===== src/rtl/fta_pkg.sv =====
// Package for the fork table arbiter: sizes, event kinds, the command and status
// structs between controller and datapath, and the ring-neighbour helper functions.
// Depends on nothing.
package fta_pkg;

  localparam int NUM_REQUESTERS = 5;
  localparam int IDX_W          = 5;
  localparam int KIND_W         = 2;
  localparam int CAND_W         = $clog2(NUM_REQUESTERS);
  localparam int IN_TDATA_W     = 8;
  localparam int OUT_TDATA_W    = 8;

  localparam logic [IDX_W:0] REQ_LIMIT = (IDX_W + 1)'(NUM_REQUESTERS);
  localparam logic [CAND_W-1:0] CAND_MAX = CAND_W'(NUM_REQUESTERS - 1);

  typedef enum logic [KIND_W-1:0] {
    KIND_HUNGRY = 2'd0,
    KIND_DONE   = 2'd1,
    KIND_TOGGLE = 2'd2
  } kind_t;

  typedef struct packed {
    logic take;
    logic decode;
    logic check;
    logic finish;
  } fta_cmd_t;

  typedef struct packed {
    logic need_check;
    logic cand_last;
    logic stall;
    logic out_free;
  } fta_sts_t;

  function automatic logic [CAND_W-1:0] left_of(input logic [CAND_W-1:0] i);
    return (i == CAND_MAX) ? '0 : i + 1'b1;
  endfunction

  function automatic logic [CAND_W-1:0] right_of(input logic [CAND_W-1:0] i);
    return (i == '0) ? CAND_MAX : i - 1'b1;
  endfunction

  function automatic logic [NUM_REQUESTERS-1:0] pair_mask(input logic [CAND_W-1:0] i);
    logic [NUM_REQUESTERS-1:0] m;
    m = '0;
    m[i] = 1'b1;
    m[left_of(i)] = 1'b1;
    return m;
  endfunction

endpackage


===== src/rtl/fta_dp.sv =====
// Datapath of the fork table arbiter: fork and hungry bits, paused flag, candidate
// scan, pending grant and the output register. Depends on fta_pkg; driven by fta_ctrl.
module fta_dp
  import fta_pkg::*;
(
  input  logic                   clk,
  input  logic                   rst_n,
  input  fta_cmd_t               cmd,
  output fta_sts_t               sts,
  input  logic [KIND_W-1:0]      in_kind,
  input  logic [IDX_W-1:0]       in_req,
  output logic                   out_valid,
  input  logic                   out_ready,
  output logic                   out_grant_valid,
  output logic [IDX_W-1:0]       out_granted,
  output logic                   out_error,
  output logic                   out_last
);

  logic [NUM_REQUESTERS-1:0] fork_busy_r, fork_busy_nxt;
  logic [NUM_REQUESTERS-1:0] hungry_r, hungry_nxt;
  logic                      paused_r, paused_nxt;
  logic [KIND_W-1:0]         item_kind_r;
  logic [IDX_W-1:0]          item_req_r;
  logic                      err_r, err_nxt;
  logic [CAND_W-1:0]         cand_r, cand_nxt;
  logic                      scan_r, scan_nxt;
  logic                      second_r, second_nxt;
  logic [CAND_W-1:0]         pend_r, pend_nxt;
  logic                      pend_v_r, pend_v_nxt;
  logic                      out_valid_r, out_valid_nxt;
  logic                      out_gv_r, out_gv_nxt;
  logic [IDX_W-1:0]          out_granted_r, out_granted_nxt;
  logic                      out_err_r, out_err_nxt;
  logic                      out_last_r, out_last_nxt;

  logic [CAND_W-1:0]         idx;
  logic                      in_range;
  logic                      dup;
  logic                      dec_err;
  logic                      hit;
  logic                      load;

  assign idx      = item_req_r[CAND_W-1:0];
  assign in_range = {1'b0, item_req_r} < REQ_LIMIT;
  assign dup      = (item_kind_r == KIND_HUNGRY) && in_range && hungry_r[idx];
  assign dec_err  = ((item_kind_r == KIND_HUNGRY) || (item_kind_r == KIND_DONE)) &&
                    (!in_range || dup);
  assign hit      = hungry_r[cand_r] && ((fork_busy_r & pair_mask(cand_r)) == '0);

  assign sts.out_free   = !out_valid_r || out_ready;
  assign sts.stall      = hit && pend_v_r && !sts.out_free;
  assign sts.cand_last  = scan_r ? (cand_r == CAND_MAX) : second_r;
  assign sts.need_check = !dec_err &&
                          (((item_kind_r == KIND_DONE) && !paused_r) ||
                           ((item_kind_r == KIND_TOGGLE) && paused_r));

  always_comb begin
    fork_busy_nxt   = fork_busy_r;
    hungry_nxt      = hungry_r;
    paused_nxt      = paused_r;
    err_nxt         = err_r;
    cand_nxt        = cand_r;
    scan_nxt        = scan_r;
    second_nxt      = second_r;
    pend_nxt        = pend_r;
    pend_v_nxt      = pend_v_r;
    load            = 1'b0;
    out_gv_nxt      = out_gv_r;
    out_granted_nxt = out_granted_r;
    out_err_nxt     = out_err_r;
    out_last_nxt    = out_last_r;

    if (cmd.decode) begin
      err_nxt    = dec_err;
      pend_v_nxt = 1'b0;
      if (!dec_err) begin
        case (item_kind_r)
          KIND_HUNGRY: begin
            if (!paused_r && ((fork_busy_r & pair_mask(idx)) == '0)) begin
              fork_busy_nxt = fork_busy_r | pair_mask(idx);
              pend_nxt      = idx;
              pend_v_nxt    = 1'b1;
            end else begin
              hungry_nxt[idx] = 1'b1;
            end
          end
          KIND_DONE: begin
            fork_busy_nxt = fork_busy_r & ~pair_mask(idx);
            cand_nxt      = right_of(idx);
            scan_nxt      = 1'b0;
            second_nxt    = 1'b0;
          end
          KIND_TOGGLE: begin
            paused_nxt = !paused_r;
            cand_nxt   = '0;
            scan_nxt   = 1'b1;
            second_nxt = 1'b0;
          end
          default: begin
          end
        endcase
      end
    end

    if (cmd.check) begin
      if (hit) begin
        fork_busy_nxt      = fork_busy_r | pair_mask(cand_r);
        hungry_nxt[cand_r] = 1'b0;
        pend_nxt           = cand_r;
        pend_v_nxt         = 1'b1;
        if (pend_v_r) begin
          load            = 1'b1;
          out_gv_nxt      = 1'b1;
          out_granted_nxt = IDX_W'(pend_r);
          out_err_nxt     = 1'b0;
          out_last_nxt    = 1'b0;
        end
      end
      if (scan_r) begin
        cand_nxt = cand_r + 1'b1;
      end else begin
        cand_nxt   = left_of(left_of(cand_r));
        second_nxt = 1'b1;
      end
    end

    if (cmd.finish) begin
      load            = 1'b1;
      out_gv_nxt      = pend_v_r;
      out_granted_nxt = pend_v_r ? IDX_W'(pend_r) : '0;
      out_err_nxt     = pend_v_r ? 1'b0 : err_r;
      out_last_nxt    = 1'b1;
    end

    if (load) begin
      out_valid_nxt = 1'b1;
    end else if (out_ready) begin
      out_valid_nxt = 1'b0;
    end else begin
      out_valid_nxt = out_valid_r;
    end
  end

  always_ff @(posedge clk) begin
    if (!rst_n) begin
      fork_busy_r <= '0;
      hungry_r    <= '0;
      paused_r    <= 1'b0;
      pend_v_r    <= 1'b0;
      out_valid_r <= 1'b0;
      err_r       <= 1'b0;
      scan_r      <= 1'b0;
      second_r    <= 1'b0;
    end else begin
      fork_busy_r <= fork_busy_nxt;
      hungry_r    <= hungry_nxt;
      paused_r    <= paused_nxt;
      pend_v_r    <= pend_v_nxt;
      out_valid_r <= out_valid_nxt;
      err_r       <= err_nxt;
      scan_r      <= scan_nxt;
      second_r    <= second_nxt;
    end
  end

  always_ff @(posedge clk) begin
    if (cmd.take) begin
      item_kind_r <= in_kind;
      item_req_r  <= in_req;
    end
    cand_r        <= cand_nxt;
    pend_r        <= pend_nxt;
    out_gv_r      <= out_gv_nxt;
    out_granted_r <= out_granted_nxt;
    out_err_r     <= out_err_nxt;
    out_last_r    <= out_last_nxt;
  end

  assign out_valid       = out_valid_r;
  assign out_grant_valid = out_gv_r;
  assign out_granted     = out_granted_r;
  assign out_error       = out_err_r;
  assign out_last        = out_last_r;

`ifndef SYNTHESIS
  a_no_check_on_stall: assert property (@(posedge clk) disable iff (!rst_n)
    !(cmd.check && sts.stall))
    else $error("Candidate checked while a pending grant could not be sent.");

  a_load_needs_room: assert property (@(posedge clk) disable iff (!rst_n)
    load |-> sts.out_free)
    else $error("Output register overwritten before its transfer.");

  a_error_keeps_state: assert property (@(posedge clk) disable iff (!rst_n)
    (cmd.decode && dec_err) |=> ($stable(fork_busy_r) && $stable(hungry_r)))
    else $error("Rejected event changed the fork or hungry state.");

  a_grant_takes_forks: assert property (@(posedge clk) disable iff (!rst_n)
    (cmd.check && hit) |=>
      ((fork_busy_r & pair_mask($past(cand_r))) == pair_mask($past(cand_r))))
    else $error("Granted requester does not hold both forks.");
`endif

endmodule


===== src/rtl/fta_ctrl.sv =====
// Controller of the fork table arbiter: sequences accept, decode, candidate checks
// and the final result. Depends on fta_pkg; commands fta_dp.
module fta_ctrl
  import fta_pkg::*;
(
  input  logic     clk,
  input  logic     rst_n,
  input  logic     in_valid,
  output logic     in_ready,
  input  fta_sts_t sts,
  output fta_cmd_t cmd
);

  typedef enum logic [1:0] {
    S_IDLE,
    S_DECODE,
    S_CHECK,
    S_FINISH
  } state_t;

  state_t state_r, state_nxt;

  assign in_ready = (state_r == S_IDLE);

  always_comb begin
    cmd       = '0;
    state_nxt = state_r;
    unique case (state_r)
      S_IDLE: begin
        if (in_valid) begin
          cmd.take  = 1'b1;
          state_nxt = S_DECODE;
        end
      end
      S_DECODE: begin
        cmd.decode = 1'b1;
        state_nxt  = sts.need_check ? S_CHECK : S_FINISH;
      end
      S_CHECK: begin
        if (!sts.stall) begin
          cmd.check = 1'b1;
          if (sts.cand_last) begin
            state_nxt = S_FINISH;
          end
        end
      end
      S_FINISH: begin
        if (sts.out_free) begin
          cmd.finish = 1'b1;
          state_nxt  = S_IDLE;
        end
      end
      default: state_nxt = S_IDLE;
    endcase
  end

  always_ff @(posedge clk) begin
    if (!rst_n) begin
      state_r <= S_IDLE;
    end else begin
      state_r <= state_nxt;
    end
  end

`ifndef SYNTHESIS
  a_take_only_idle: assert property (@(posedge clk) disable iff (!rst_n)
    cmd.take |=> (state_r == S_DECODE))
    else $error("Accepted event did not move to decode.");

  a_finish_frees: assert property (@(posedge clk) disable iff (!rst_n)
    cmd.finish |=> in_ready)
    else $error("Controller not ready after the final result.");

  a_one_command: assert property (@(posedge clk) disable iff (!rst_n)
    $onehot0({cmd.take, cmd.decode, cmd.check, cmd.finish}))
    else $error("More than one command issued in a cycle.");
`endif

endmodule


===== src/rtl/fork_table_arbiter.sv =====
// Top level of the fork table arbiter: ring of NUM_REQUESTERS requesters sharing forks.
// Depends on fta_pkg, fta_ctrl and fta_dp.
//
// The input stream carries one event per transfer: in_tuser holds the kind (hungry,
// done, pause/resume toggle) and in_tdata the requester index. The output stream
// returns one or more results per event, the final one marked by out_tlast; a result
// is a grant (requester index) or a plain acknowledgement, with an error flag for an
// index out of range or a repeated hungry request.
// An event is taken, and decoded in the cycle after. A done event while serving
// then checks its right and left neighbours in that order; a resume checks every
// requester from index 0 upward. A final step loads the last result once the
// output register is free. The first result appears in the cycle after it is loaded.
// Reset frees all forks, clears all hungry marks and leaves the block serving.
// A stalled receiver holds the single output register; the block waits until the
// result has been taken before it loads the next one, and takes no new event meanwhile.
module fork_table_arbiter
  import fta_pkg::*;
(
  input  logic                   clk,
  input  logic                   rst_n,
  input  logic                   in_tvalid,
  output logic                   in_tready,
  input  logic [IN_TDATA_W-1:0]  in_tdata,   // [4:0] requester, [7:5] zero
  input  logic [KIND_W-1:0]      in_tuser,   // [1:0] kind
  output logic                   out_tvalid,
  input  logic                   out_tready,
  output logic [OUT_TDATA_W-1:0] out_tdata,  // [0] grant_valid, [5:1] granted, [6] error
  output logic                   out_tlast
);

  fta_cmd_t         cmd;
  fta_sts_t         sts;
  logic             grant_valid;
  logic [IDX_W-1:0] granted;
  logic             error_flag;

  fta_ctrl u_ctrl (
    .clk      (clk),
    .rst_n    (rst_n),
    .in_valid (in_tvalid),
    .in_ready (in_tready),
    .sts      (sts),
    .cmd      (cmd)
  );

  fta_dp u_dp (
    .clk             (clk),
    .rst_n           (rst_n),
    .cmd             (cmd),
    .sts             (sts),
    .in_kind         (in_tuser),
    .in_req          (in_tdata[IDX_W-1:0]),
    .out_valid       (out_tvalid),
    .out_ready       (out_tready),
    .out_grant_valid (grant_valid),
    .out_granted     (granted),
    .out_error       (error_flag),
    .out_last        (out_tlast)
  );

  assign out_tdata = {{(OUT_TDATA_W - IDX_W - 2){1'b0}}, error_flag, granted, grant_valid};

endmodule

===== config.mk =====
export PLATFORM = sky130hd
export DESIGN_NAME = fork_table_arbiter
export DESIGN_NICKNAME = d
export VERILOG_FILES = /design/src/rtl/fta_pkg.sv /design/src/rtl/fta_dp.sv /design/src/rtl/fta_ctrl.sv /design/src/rtl/fork_table_arbiter.sv
export SDC_FILE = /design/constraint.sdc
export NUM_CORES = 1
export LEC_CHECK = 0
export BUFFER_PORTS_ARGS = -buffer_cell sky130_fd_sc_hd__buf_4
export CORE_MARGIN = 3
export CORE_UTILIZATION = 30
export DETAILED_ROUTE_END_ITERATION = 12
export PLACE_DENSITY = 0.5
export SLEW_MARGIN = 10
export SYNTH_ARGS = -nofsm -noshare
export SYNTH_HDL_FRONTEND = slang
export SYNTH_HIERARCHICAL = 1
export SYNTH_SLANG_ARGS = --single-unit

===== constraint.sdc =====
create_clock -name clk -period 3.8 [get_ports clk]
set_clock_uncertainty 0.15 [all_clocks]
set_input_delay 0.19 -clock clk [delete_from_list [all_inputs] [get_ports clk]]
set_output_delay 0.19 -clock clk [all_outputs]
set_load 0.01 [all_outputs]

Yosys cells after proc, flatten, opt, wreduce, memory -nomap -nowiden
Cells that the tools add are included.
{"block": "classes", "addsub": 4, "magnitude_cmp": 9, "eq_ne": 13, "mux": 85, "n_bitwise": 12, "reduce_logical": 42}
{"cell": "$mux 5", "count": 15}
{"cell": "$mux 3", "count": 15}
{"cell": "$mux 1", "count": 41}
{"cell": "$or 5x5->5", "count": 5}
{"cell": "$and 5x5->5", "count": 4}
{"cell": "$lt 3x4->1 const B", "count": 4}
{"cell": "$reduce_and 3->1", "count": 5}
{"cell": "$logic_and 1x1->1", "count": 14}
{"cell": "$demux 1 s3", "count": 4}
{"cell": "$ge 3x1->1 const B", "count": 4}
{"cell": "$reduce_bool 2->1", "count": 6}
{"cell": "$logic_not 5->1", "count": 2}
{"cell": "$not 5->5", "count": 2}
{"cell": "$pmux 5 s2", "count": 1}
{"cell": "$add 3x1->3 const B", "count": 3}
{"cell": "$eq 3x3->1 const B", "count": 3}
{"cell": "$mux 2", "count": 4}
{"cell": "$ne 2x2->1 const B", "count": 4}
{"cell": "$pmux 2 s4", "count": 1}
{"cell": "$bmux 1 s3", "count": 2}
{"cell": "$eq 2x2->1 const B", "count": 3}
{"cell": "$pmux 3 s2", "count": 1}
{"cell": "$logic_not 1->1", "count": 5}
{"cell": "$lt 5x3->1 const B", "count": 1}
{"cell": "11 further kinds", "count": 16}
{"block": "totals", "regBits": 39, "inputBits": 14, "output_inout_bits": 11}

Longest topological paths before layout
Gate-level depths: netlist of run 1.
{"block": "logic_depth", "ltp_word": 17, "mapped_depth": 16}

By module
Netlist of run 1, hierarchy kept.
{"mod": "fta_dp", "instances": 1, "cells_each": 268, "area_per_inst_um2": 2463.6, "seq_area_each_um2": 850.8}
{"mod": "fta_ctrl", "instances": 1, "cells_each": 24, "area_per_inst_um2": 201.4, "seq_area_each_um2": 40.0}
{"mod": "fork_table_arbiter", "instances": 1, "cells_each": 4, "area_per_inst_um2": 26.3, "seq_area_each_um2": 0.0}

Worst setup path after synthesis of run 1
No wires, ideal clock.
{"block": "synth_timing", "path_kind": "reg-to-reg", "from": "register u_dp.cand_r[0]", "to": "register u_dp.out_err_r, in the netlist u_dp/out_error (enable)", "setup_time_ps": 313, "arrival_time_ps": 2773, "required_time_ps": 3337, "slack_ps": 564, "path_stages_with_launch": 15, "period_less_slack_ps": 3236, "cell_sequence": "edfxtp_1 > buf_4 > inv_2 > ha_1 > nor3b_1 > a211o_1 > and2_1 > a211oi_1 > and4_1 > and2b_2 > inv_1 > a31oi_1 > nand4_2 > or2_2 > nand2_1"}
{"item": "start: declaration", "line_no": "fta_dp.sv:26", "rtl": "logic [CAND_W-1:0] cand_r, cand_nxt;"}
{"item": "start signal: assignment", "line_no": "fta_dp.sv:172", "rtl": "cand_r <= cand_nxt;"}
{"item": "end signal: assignment", "line_no": "fta_dp.sv:176", "rtl": "out_err_r <= out_err_nxt;"}
{"item": "end: declaration", "line_no": "fta_dp.sv:34", "rtl": "logic out_err_r, out_err_nxt;"}

==> results of run 1 <==
final cells by class:
class | count | area (um2) | share of cell area
clock buffers | 7 | 86.33 | 0.02858
repair buffers | 31 | 250.2 | 0.08285
well taps | 105 | 131.4 | 0.04350
flip-flops and latches | 37 | 890.9 | 0.2949
inverters | 19 | 71.32 | 0.02361
multi-input cells | 222 | 1560 | 0.5166
clock inverters | 1 | 30.03 | 0.009942
report_power, final:
| part | leakage, nW | total, mW | internal, mW | switching, mW |
|---|---|---|---|---|
| clock | 0.0585 | 0.355 | 0.214 | 0.141 |
| combinational | 0.887 | 0.891 | 0.369 | 0.522 |
| sequential | 0.317 | 0.609 | 0.522 | 0.0872 |
| total | 1.26 | 1.85 | 1.10 | 0.750 |
stage by stage:
step / power (mW) / util / hold WS (ps) / area [um2] / setup slack, ps
after floorplan: 1.292 / - / 138.9 / 2695 / 564.0
final: 1.855 / 0.3568 / 89.00 / 3020 / 337.3
after detailed placement: 1.497 / 0.3348 / 219.5 / 2834 / 369.1
after global placement: 1.492 / 0.3348 / 217.8 / 2834 / 400.0
after CTS: 1.860 / 0.3568 / 73.88 / 3020 / 347.3
after global routing: 2.009 / 0.3568 / 90.22 / 3020 / 104.7
worst max-delay path, delay by kind of cell (launching register included):
family | cells | cell delay, ps
simple gates | 6 | 1570
compound gates | 3 | 600
flops | 1 | 440
fa+ha+maj | 1 | 320
buf+inv | 1 | 90
routing by layer:
layer | wire length [um] | vias to the layer above | track usage
met4 | 68 | 0 | 0.03523
li1 | - | 1118 | -
met3 | 214 | 6 | 0.02215
met5 | 0 | - | 0
met2 | 2871 | 52 | 0.2061
met1 | 3259 | 1066 | 0.1902
what timing repair did:
action                                 4_1_cts  5_1_grt
hold buffers                                 7        0
endpoints found under the hold margin        7        0
setup endpoints to repair                    0        0
flip-flops by register name, indices dropped and copies added (netlist names), 2 cells and up:
register          cells
u_dp/cand_r           3
u_dp/item_kind_r      2
u_dp/pend_r           3
u_ctrl/state_r        2
u_dp/out_granted      3
u_dp/item_req_r       5
u_dp/fork_busy_r      5
u_dp/hungry_r         5
cell usage in the layout (no fill, tap or decap), types with 7 or more instances in the layout:
| cell type | synthesis | routed |
|---|---|---|
| o21ai_0 | 12 | 12 |
| inv_1 | 16 | 16 |
| mux2i_1 | 9 | 9 |
| buf_4 | 7 | 24 |
| nand3_1 | 8 | 8 |
| dfxtp_1 | 22 | 22 |
| and2_1 | 7 | 7 |
| a21oi_1 | 22 | 22 |
| ha_1 | 15 | 15 |
| nor2_1 | 18 | 18 |
| edfxtp_1 | 15 | 15 |
| dlygate4sd3_1 | 0 | 7 |
| nand2b_1 | 7 | 7 |
| nand2_1 | 23 | 23 |
logic make-up (layout without fill, tap and decap cells):
group	after synthesis	in the layout	synth area share
AND/OR/NAND/NOR	106	106	0.2269
multiplexers	10	10	0.03766
AO/OA/AOI/OAI	85	85	0.2315
adder cells (fa/ha/maj)	15	15	0.06974
flip-flops	37	37	0.3310
other	2	3	0.002790
XOR/XNOR	3	3	0.009765
buffers and inverters	38	58	0.09066
worst max path at each step:
stage                             startpoint                             to  slack, ps  cells after the start
finish              u_dp/cand_r[0]$_DFFE_PP_  u_dp/out_granted[0]$_DFFE_PP_        340                     11
global route        u_dp/cand_r[0]$_DFFE_PP_  u_dp/out_granted[0]$_DFFE_PP_        100                     13
CTS                 u_dp/cand_r[0]$_DFFE_PP_  u_dp/out_granted[0]$_DFFE_PP_        350                     13
detailed placement  u_dp/cand_r[0]$_DFFE_PP_  u_dp/out_granted[0]$_DFFE_PP_        370                     11
global placement    u_dp/cand_r[0]$_DFFE_PP_  u_dp/out_granted[0]$_DFFE_PP_        400                     11
floorplan           u_dp/cand_r[0]$_DFFE_PP_   u_dp/out_error$_SDFFCE_PP0P_        560                     14
==> impl_results.md, run 1 <==
* Slew headroom at 0.5973
* WP data required at ~3600 ps
* Dominant cell type by area after synthesis: edfxtp_1
* Vert. Die Dim at 100.7 um
* Gpl congestion at 0.8093
* Grt total ovfl at 0
* Most common cell in the netlist: nand2_1
* Die footprint at a little over 10000 um2
* Vias at 2242
* RSZ-0062 raised after global routing: no
* Avg Vias per Cell at 5.313
* Number of synthesized flops with an enable pin at 15
* Setup crit end kind: register
* Slowest stage delay, CP at 440 ps
* Worst-path cell chain: ha_1 -> or2_2 -> a21oi_1 -> o21ai_0 -> and4_1 -> and2b_2 -> inv_1 -> a31oi_1 -> nand4_2 -> or2_2 -> nand2_1
* Drt pass-1 iters at 6
* Final Hold Fails at 0
* Nets at 345
* Setup crit start kind: register
* Root Driver: clkbuf_8
* Total CTS buffers at 5
* # diodes at 0
* Slew Limit Fails at 0
* Hold Crit Depth at 3
* Starting Density at 0.3180
* Clock Path Buffers at 2
* Hold wc startpoint: rst_n
* Syn-to-layout area delta at 12.23%
* Primary FF master, synth: dfxtp_1
* Slew @ Worst Pin at 604.1 ps
* Core Area at 8464 um2
* Final setup fails at 0
* Power Density at 614.1 nW/um2
* Row cnt at 33
* Leakage at ~1.3 nW
* Fillcell total at 875
* Post-DP HPWL at 4939 um
* R2r startpoint: u_dp/cand_r[0]$_DFFE_PP_
* CTS tree: done
* H-tree depth at 2
* Global Route Usage Sum at 0.1328
* Postcts setup bufs at 0
* Synthesis Warnings at 6
* Placed Instances at roughly 410
* Reg-to-reg endpoint: u_dp/out_granted[0]$_DFFE_PP_
* Mapped Area at 2691 um2
* WL/cell at 15.20 um
* Worst EP arrival at 3290 ps
* Non-Filler Instances at 422
* Synth Area per Inst at 9.092 um2
* First-pass GRT wire length at between 10000 and 15000 um
* Sequential area share after synthesis at 0.3310
* I/O pin total at 25
* Number of max-cap violations at 0
* Vias in the first global route at 2118
* PortBufs at 18
* Top cell type's share of synthesized area at 0.1674
* Async SR Flop Fraction at 0
* Setup_tns at 0 ps
* Highest clock rate at 288.8 MHz
* Worst Hold Class: in -> reg
* Die Span X at 100.7 um
* Crit Path Max Fanout at 7
* ANT nets after route at 0
* FF+latch count, synth at 37
* Peak VDD IR at 0.2459 mV
* Largest net degree at the start of global routing at 19
* DRC at 0
* Iteration-0 DRC Markers at 154
* Synth top area cells: edfxtp_1, dfxtp_1, ha_1, a21oi_1, mux2i_1
* Post-CTS sizing at 0
* Status: finished, final reports clean
* Post-route minimum period at 3463 ps
* Layout cells sized above 1 at 0.1798
* Crit path kind: reg -> reg
* Worst reg2reg path depth at 11
* R2r setup slk at around 340 ps
* Most frequent CP cell: or2_2
* Slowest CP cell: edfxtp_1
* Clock-pin slew on the worst setup and hold paths at 80 ps
* Top cells by count, synth: nand2_1, a21oi_1, dfxtp_1
* DRT Wirelength at around 6400 um
* Clock latency on the worst-skew pair at 290 ps
* Cells after Synth at 296
* Initial antenna violation count at 0
* Worst Hold End: u_ctrl/state_r[1]$_SDFFE_PN0P_
* Yosys cell types at 78
* Sink Count at 37
* Final worst-path cycle share at 0.9112
Power figures use the tool's default switching activity.
==> run 2, diff against run 1 <==
--- a/config.mk
+++ b/config.mk
@@ -9,6 +9,7 @@
 export CORE_MARGIN = 3
 export CORE_UTILIZATION = 30
 export DETAILED_ROUTE_END_ITERATION = 12
+export GPL_TIMING_DRIVEN = 0
 export PLACE_DENSITY = 0.5
 export SLEW_MARGIN = 10
 export SYNTH_ARGS = -nofsm -noshare
==> impl_results.md, run 2 (synthesis results as in run 1) <==
* Status: finished, final reports clean (unchanged)
* Vias in the first global route at 2264 (was 2118)
* Top cell family by delay on the critical path: simple AND/OR/NAND/NOR gates (unchanged)
* Peak VDD IR at 0.3015 mV (was 0.2459 mV)
* Crit path kind: reg -> reg (unchanged)
* Worst-path cell chain: buf_4 -> inv_4 -> ha_1 -> nor3b_1 -> a211o_1 -> and2_1 -> a211oi_1 -> and4_1 -> and2b_2 -> inv_1 -> a31oi_1 -> nand4_2 -> buf_4 -> buf_4 -> and3b_1 -> o32a_1 (was ha_1 -> or2_2 -> a21oi_1 -> o21ai_0 -> and4_1 -> and2b_2 -> inv_1 -> a31oi_1 -> nand4_2 -> or2_2 -> nand2_1)
* Post-DP HPWL at 5315 um (was 4939 um)
* Post-route cell area at 3157 um2 (was 3020 um2)
* Slew @ Worst Pin at 596.2 ps (was 604.1 ps)
* Biggest regs: u_dp/fork_busy_r (5), u_dp/hungry_r (5), u_dp/item_req_r (5) (unchanged)
* DRC at 0 (unchanged)
* DRT Wirelength at 6920 um (was 6413 um)
* Layout cells sized above 1 at 0.2179 (was 0.1798)
* Worst path bufs/invs at 5 (was 1)
* Clock network fraction of total power at 0.145 (was 0.191)
* Final setup fails at 0 (unchanged)
* Non-Filler Instances at 440 (was 422)
* Total CTS buffers at 5 (unchanged)
* Clock Path Buffers at 2 (unchanged)
* Switching pwr at 771.9 uW (was 750.1 uW)
* Nets at 363 (was 345)
* WL/cell at 15.73 um (was 15.20 um)
* Iteration-0 DRC Markers at 130 (was 154)
* P_int at 1.081 mW (was 1.105 mW)
* Leakage at 1.321 nW (was 1.263 nW)
* Commonest non-fill, non-tap cell in the layout: buf_4 (unchanged)
* # diodes at 0 (unchanged)
* Number of max-cap violations at 0 (unchanged)
* Sink Count at 37 (unchanged)
* Power Density at 586.8 nW/um2 (was 614.1 nW/um2)
* Drt pass-1 iters at 4 (was 6)
* ANT nets after route at 0 (unchanged)
* Final Hold Fails at 0 (unchanged)
* Sequential Power Share at 0.311 (was 0.328)
* Fin util at 0.3729 (was 0.3568)
* Clock latency on the worst-skew pair at 290 ps (about the same)
* Row cnt at 33 (unchanged)
* Core Area at 8464 um2 (unchanged)
* Largest net degree at the start of global routing at 11 (was 19)
* Slew headroom at 0.5923 (was 0.5973)
* Placed Instances at 420 (was 407)
* Combinational power share at 0.544 (was 0.481)
* Most frequent CP cell: buf_4 (was or2_2)
* Slowest CP cell: edfxtp_1 (unchanged)
* Setup crit start kind: register (unchanged)
* Pre-CTS setup slack at -90.99 ps (was 369.1 ps)
* Setup crit end kind: register (unchanged)
* Global Route Usage Sum at 0.1458 (was 0.1328)
* PortBufs at 18 (unchanged)
* Setup_tns at 0 ps (unchanged)
* Starting Density at 0.3180 (unchanged)
* First-pass GRT wire length at 11650 um (was 10710 um)
* Switch share at 0.4167 (was 0.4044)
* RSZ-0062 raised after global routing: no (unchanged)
* Clock-pin slew on the worst setup and hold paths at 70 ps (was 80 ps)
* Gpl congestion at 0.8827 (was 0.8093)
* Worst EP arrival at 3610 ps (was 3290 ps)
* CTS tree: done (unchanged)
* I/O pin total at 25 (unchanged)
* Crit Path Max Fanout at 10 (was 7)
* Root Driver: clkbuf_8 (unchanged)
* Die footprint at 10140 um2 (unchanged)
* Worst Hold Class: in -> reg (unchanged)
* Syn-to-layout area delta at 17.29% (was 12.23%)
* Most frequent cells in the layout: buf_4, a21oi_1, nand2_1, dfxtp_1, nor2_1 (was buf_4, nand2_1, a21oi_1, dfxtp_1, nor2_1)
* WP data required at 3840 ps (was 3630 ps)
* Final worst-path cycle share at 0.9401 (was 0.9112)
* Vias at 2291 (was 2242)
* Initial antenna violation count at 0 (unchanged)
* Area post-placement at 2962 um2 (was 2834 um2)
* Die Span X at 100.7 um (unchanged)
* Avg Vias per Cell at 5.207 (was 5.313)
* Slowest stage delay, CP at 410 ps (was 440 ps)
* Vert. Die Dim at 100.7 um (unchanged)
* Slew Limit Fails at 0 (unchanged)
* Grt total ovfl at 0 (unchanged)
* Highest clock rate at 279.9 MHz (was 288.8 MHz)
* Post-route minimum period at 3572 ps (was 3463 ps)
* Final worst slack at 227.8 ps (was 337.3 ps)
* H-tree depth at 2 (unchanged)
-- run 2: final timing paths --
| path | from | to | slack, ps | depth (start not counted) |
|---|---|---|---|---|
| max | u_dp/cand_r[0]$_DFFE_PP_ | u_dp/fork_busy_r[1]$_SDFF_PN0_ | 230 | 16 |
| min | rst_n | u_ctrl/state_r[1]$_SDFFE_PN0P_ | 9 | 3 |
| min reg2reg | u_dp/out_last$_SDFFE_PP1P_ | u_dp/out_last$_SDFFE_PP1P_ | 310 | 1 |
| max reg2reg | u_dp/cand_r[0]$_DFFE_PP_ | u_dp/fork_busy_r[1]$_SDFF_PN0_ | 230 | 16 |
-- run 2: layout make-up --
cell class / instances / area (um2)
Clock buffer: 8 / 80.08
Inverter: 19 / 73.82
Fill cell: 889 / 5308
Sequential cell: 37 / 890.9
Timing Repair Buffer: 30 / 242.7
Tap cell: 105 / 131.4
Multi-Input combinational cell: 222 / 1563
Buffer: 19 / 175.2
-- run 2: power by group through the flow --
| stage | registers (mW) | clock network [mW] | logic [mW] |
|---|---|---|---|
| finish | 0.577 | 0.268 | 1.01 |
| global route | 0.589 | 0.297 | 1.13 |
| CTS | 0.580 | 0.275 | 0.985 |
| detailed placement | 0.595 | 0 | 0.962 |
| global placement | 0.592 | 0 | 0.963 |
| floorplan | 0.578 | 0 | 0.714 |
-- run 2: routing by layer --
| metal | share of wire | GRT usage |
|---|---|---|
| met1 | 0.47 | 0.1976 |
| met2 | 0.46 | 0.2278 |
| met3 | 0.051 | 0.03599 |
| met4 | 0.023 | 0.04560 |
| met5 | 0 | 0 |
-- run 2: worst reg2reg max path: stages, from the launching register on --
cell	delay [ps]
edfxtp_1	410
buf_4	200
inv_4	120
ha_1	240
nor3b_1	80
a211o_1	300
and2_1	170
a211oi_1	240
and4_1	220
and2b_2	270
inv_1	140
a31oi_1	80
nand4_2	140
buf_4	150
buf_4	100
and3b_1	170
o32a_1	280
-- run 2: stage by stage --
step / power, mW / hold slack [ps]
CTS: 1.840 / 1.127
finish: 1.852 / 8.758
global placement: 1.555 / 217.9
global route: 2.013 / 16.07
detailed placement: 1.556 / 219.3
floorplan: 1.292 / 138.9
-- run 2: repair_timing --
| action | in CTS | in global routing |
|---|---|---|
| setup endpoints to repair | 6 | 16 |
| pin swaps | 0 | 2 |
| hold buffers | 7 | 0 |
| hold endpoints to repair | 7 | 0 |
| setup buffers | 1 | 4 |
| gates cloned | 0 | 0 |
| resized for setup | 0 | 3 |
==> run 3, diff against run 2 <==
--- a/config.mk
+++ b/config.mk
@@ -5,12 +5,12 @@
 export SDC_FILE = /design/constraint.sdc
 export NUM_CORES = 1
 export LEC_CHECK = 0
-export BUFFER_PORTS_ARGS = -buffer_cell sky130_fd_sc_hd__buf_4
 export CORE_MARGIN = 3
 export CORE_UTILIZATION = 30
 export DETAILED_ROUTE_END_ITERATION = 12
+export DONT_BUFFER_PORTS = 1
 export GPL_TIMING_DRIVEN = 0
-export PLACE_DENSITY = 0.5
+export PLACE_DENSITY = 0.48
 export SLEW_MARGIN = 10
 export SYNTH_ARGS = -nofsm -noshare
 export SYNTH_HDL_FRONTEND = slang
==> impl_results.md, run 3 (synthesis results as in run 1) <==
* Setup crit end: u_dp/fork_busy_r[1]$_SDFF_PN0_ (unchanged)
* H-tree depth at 2 (unchanged)
* Starting Density at 0.3180 (unchanged)
* Power Density at 609.7 nW/um2 (was 586.8 nW/um2)
* Crit Path Max Fanout at 10 (unchanged)
* Global Route Usage Sum at 0.1384 (was 0.1458)
* Vias in the first global route at 1998 (was 2264)
* Slew headroom at 0.5606 (was 0.5923)
* Final setup fails at 0 (unchanged)
* DRC at 0 (unchanged)
* Worst hold slack at 58.85 ps (was 8.758 ps)
* Layout cells sized above 1 at 0.1804 (was 0.2179)
* Slew Limit Fails at 0 (unchanged)
* Final worst-path cycle share at 0.9490 (was 0.9401)
* I/O pin total at 25 (unchanged)
* Setup_tns at 0 ps (unchanged)
* R2r startpoint: u_dp/cand_r[0]$_DFFE_PP_ (unchanged)
* Clock Path Buffers at 2 (unchanged)
* Avg Vias per Cell at 5.416 (was 5.207)
* Register Area at 890.9 um2 (unchanged)
* Grt total ovfl at 0 (unchanged)
* Worst EP arrival at 3640 ps (was 3610 ps)
* Clock-pin slew on the worst setup and hold paths at 70 ps (about the same)
* Leakage at 1.247 nW (was 1.321 nW)
* Biggest regs: u_dp/fork_busy_r (5), u_dp/hungry_r (5), u_dp/item_req_r (5) (unchanged)
* Slew @ Worst Pin at 642.5 ps (was 596.2 ps)
* Vias at 2280 (was 2291)
* R2r setup slk at 190 ps (was 230 ps)
* Fillcell total at 861 (was 889)
* Core Area at 8464 um2 (unchanged)
* Drt pass-1 iters at 6 (was 4)
* Worst Hold Class: in -> reg (unchanged)
* Most frequent cells in the layout: a21oi_1, nand2_1, dfxtp_1, nor2_1, inv_1 (was buf_4, a21oi_1, nand2_1, dfxtp_1, nor2_1)
* Placed Instances at 402 (was 420)
* Iteration-0 DRC Markers at 134 (was 130)
* Highest clock rate at 277.3 MHz (was 279.9 MHz)
* PortBufs at 0 (was 18)
* Post-DP HPWL at 5267 um (was 5315 um)
* Non-Filler Instances at 421 (was 440)
* Nets at 344 (was 363)
* Final Hold Fails at 0 (unchanged)
* Post-route minimum period at 3606 ps (was 3572 ps)
* # diodes at 0 (unchanged)
* Setup crit end kind: register (unchanged)
* Total power at 1.854 mW (was 1.852 mW)
* First-pass GRT wire length at 10890 um (was 11650 um)
* Reg-to-reg endpoint: u_dp/fork_busy_r[1]$_SDFF_PN0_ (unchanged)
* ANT nets after route at 0 (unchanged)
* Number of max-cap violations at 0 (unchanged)
* CTS tree: done (unchanged)
* Total CTS buffers at 5 (unchanged)
* Worst Setup SP: u_dp/cand_r[0]$_DFFE_PP_ (unchanged)
* WL/cell at 16.39 um (was 15.73 um)
* Die footprint at 10140 um2 (unchanged)
* RSZ-0062 raised after global routing: no (unchanged)
* Initial antenna violation count at 0 (unchanged)
* WP data required at 3830 ps (was 3840 ps)
* Row cnt at 33 (unchanged)
* Worst reg2reg path depth at 14 (was 16)
* Hold Crit Depth at 2 (was 3)
* Crit path kind: reg -> reg (unchanged)
* Gpl congestion at 0.9341 (was 0.8827)
* DRT Wirelength at 6899 um (was 6920 um)
* Sink Count at 37 (unchanged)
* Hold wc startpoint: out_tready (was rst_n)
* Status: finished, final reports clean (unchanged)
* Die Span X at 100.7 um (unchanged)
* Fin util at 0.3592 (was 0.3729)
* Multi-input gate area at 1568 um2 (was 1563 um2)
* Peak VDD IR at 0.2177 mV (was 0.3015 mV)
* Largest net degree at the start of global routing at 12 (was 11)
* Clock latency on the worst-skew pair at 290 ps (about the same)
* Setup crit start kind: register (unchanged)
* Syn-to-layout area delta at 12.97% (was 17.29%)
* Vert. Die Dim at 100.7 um (unchanged)
* Root Driver: clkbuf_8 (unchanged)
-- run 3: cell types whose count changed in the layout (fill, tap and decap cells not counted) --
cell,previous run,this run
inv_2,1,2
dlygate4sd3_1,7,8
nor3b_1,5,4
clkbuf_8,7,9
clkbuf_1,4,1
inv_4,1,0
buf_4,30,10
clkinv_2,0,1
nor3b_2,0,1
-- run 3: stage by stage --
step | setup slack [ps] | area (um2)
3_3_place_gp | -128.9 | 2826
3_5_place_dp | -124.1 | 2826
2_1_floorplan | 564.0 | 2695
4_1_cts | 11.97 | 3015
6_report | 193.9 | 3040
5_1_grt | 4.453 | 3040
-- run 3: where the power goes --
group          switching (mW)  internal, mW  leakage (nW)
logic                   0.579         0.391         0.875
registers              0.0602         0.521         0.317
clock network           0.139         0.164        0.0542
total                   0.778          1.08          1.25
-- run 3: worst max-delay path, cell delays in order (launching register included) --
cell and delay [ps]:
edfxtp_1 390, buf_4 200, inv_2 170, ha_1 310
nand2b_1 190, o211ai_1 270, a32oi_1 140, and4_1 180
and2b_2 280, inv_1 110, a31oi_1 190, nand4_2 180
buf_4 200, and4_1 190, o32a_1 320
-- run 3: how the worst min path moves through the flow --
stage                               endpoint
6_report         u_dp/out_valid$_SDFFE_PN0P_
5_1_grt          u_dp/out_valid$_SDFFE_PN0P_
4_1_cts             u_dp/second_r$_SDFF_PN0_
3_5_place_dp    u_dp/item_req_r[4]$_DFFE_PP_
3_3_place_gp   u_dp/item_kind_r[1]$_DFFE_PP_
2_1_floorplan  u_dp/item_kind_r[0]$_DFFE_PP_
-- run 3: final cells by class --
| cell class | count | area share |
|---|---|---|
| Timing Repair Buffer | 11 | 0.03374 |
| Buffer | 19 | 0.05761 |
| Inverter | 19 | 0.02346 |
| Multi-Input combinational cell | 222 | 0.5156 |
| Clock buffer | 7 | 0.03169 |
| Tap cell | 105 | 0.04321 |
| Sequential cell | 37 | 0.2930 |
| Clock inverter | 1 | 0.001646 |
-- run 3: repair_timing --
item / in CTS / in global routing
buffers inserted: 1 / 2
endpoints found under the hold margin: 9 / 0
endpoints found under the setup margin: 6 / 21
cloned: 0 / 0
resized for setup: 0 / 3
hold buffers: 8 / 0
pin swaps: 0 / 1
-- run 3: per-layer routing --
layer  GRT usage  vias to the layer above  routed length [um]
met2      0.2056                       68                3066
met4     0.05181                        0                 139
met1      0.2004                     1089                3430
met5           0                        -                   0
met3     0.02215                        9                 263
li1            -                     1114                   -
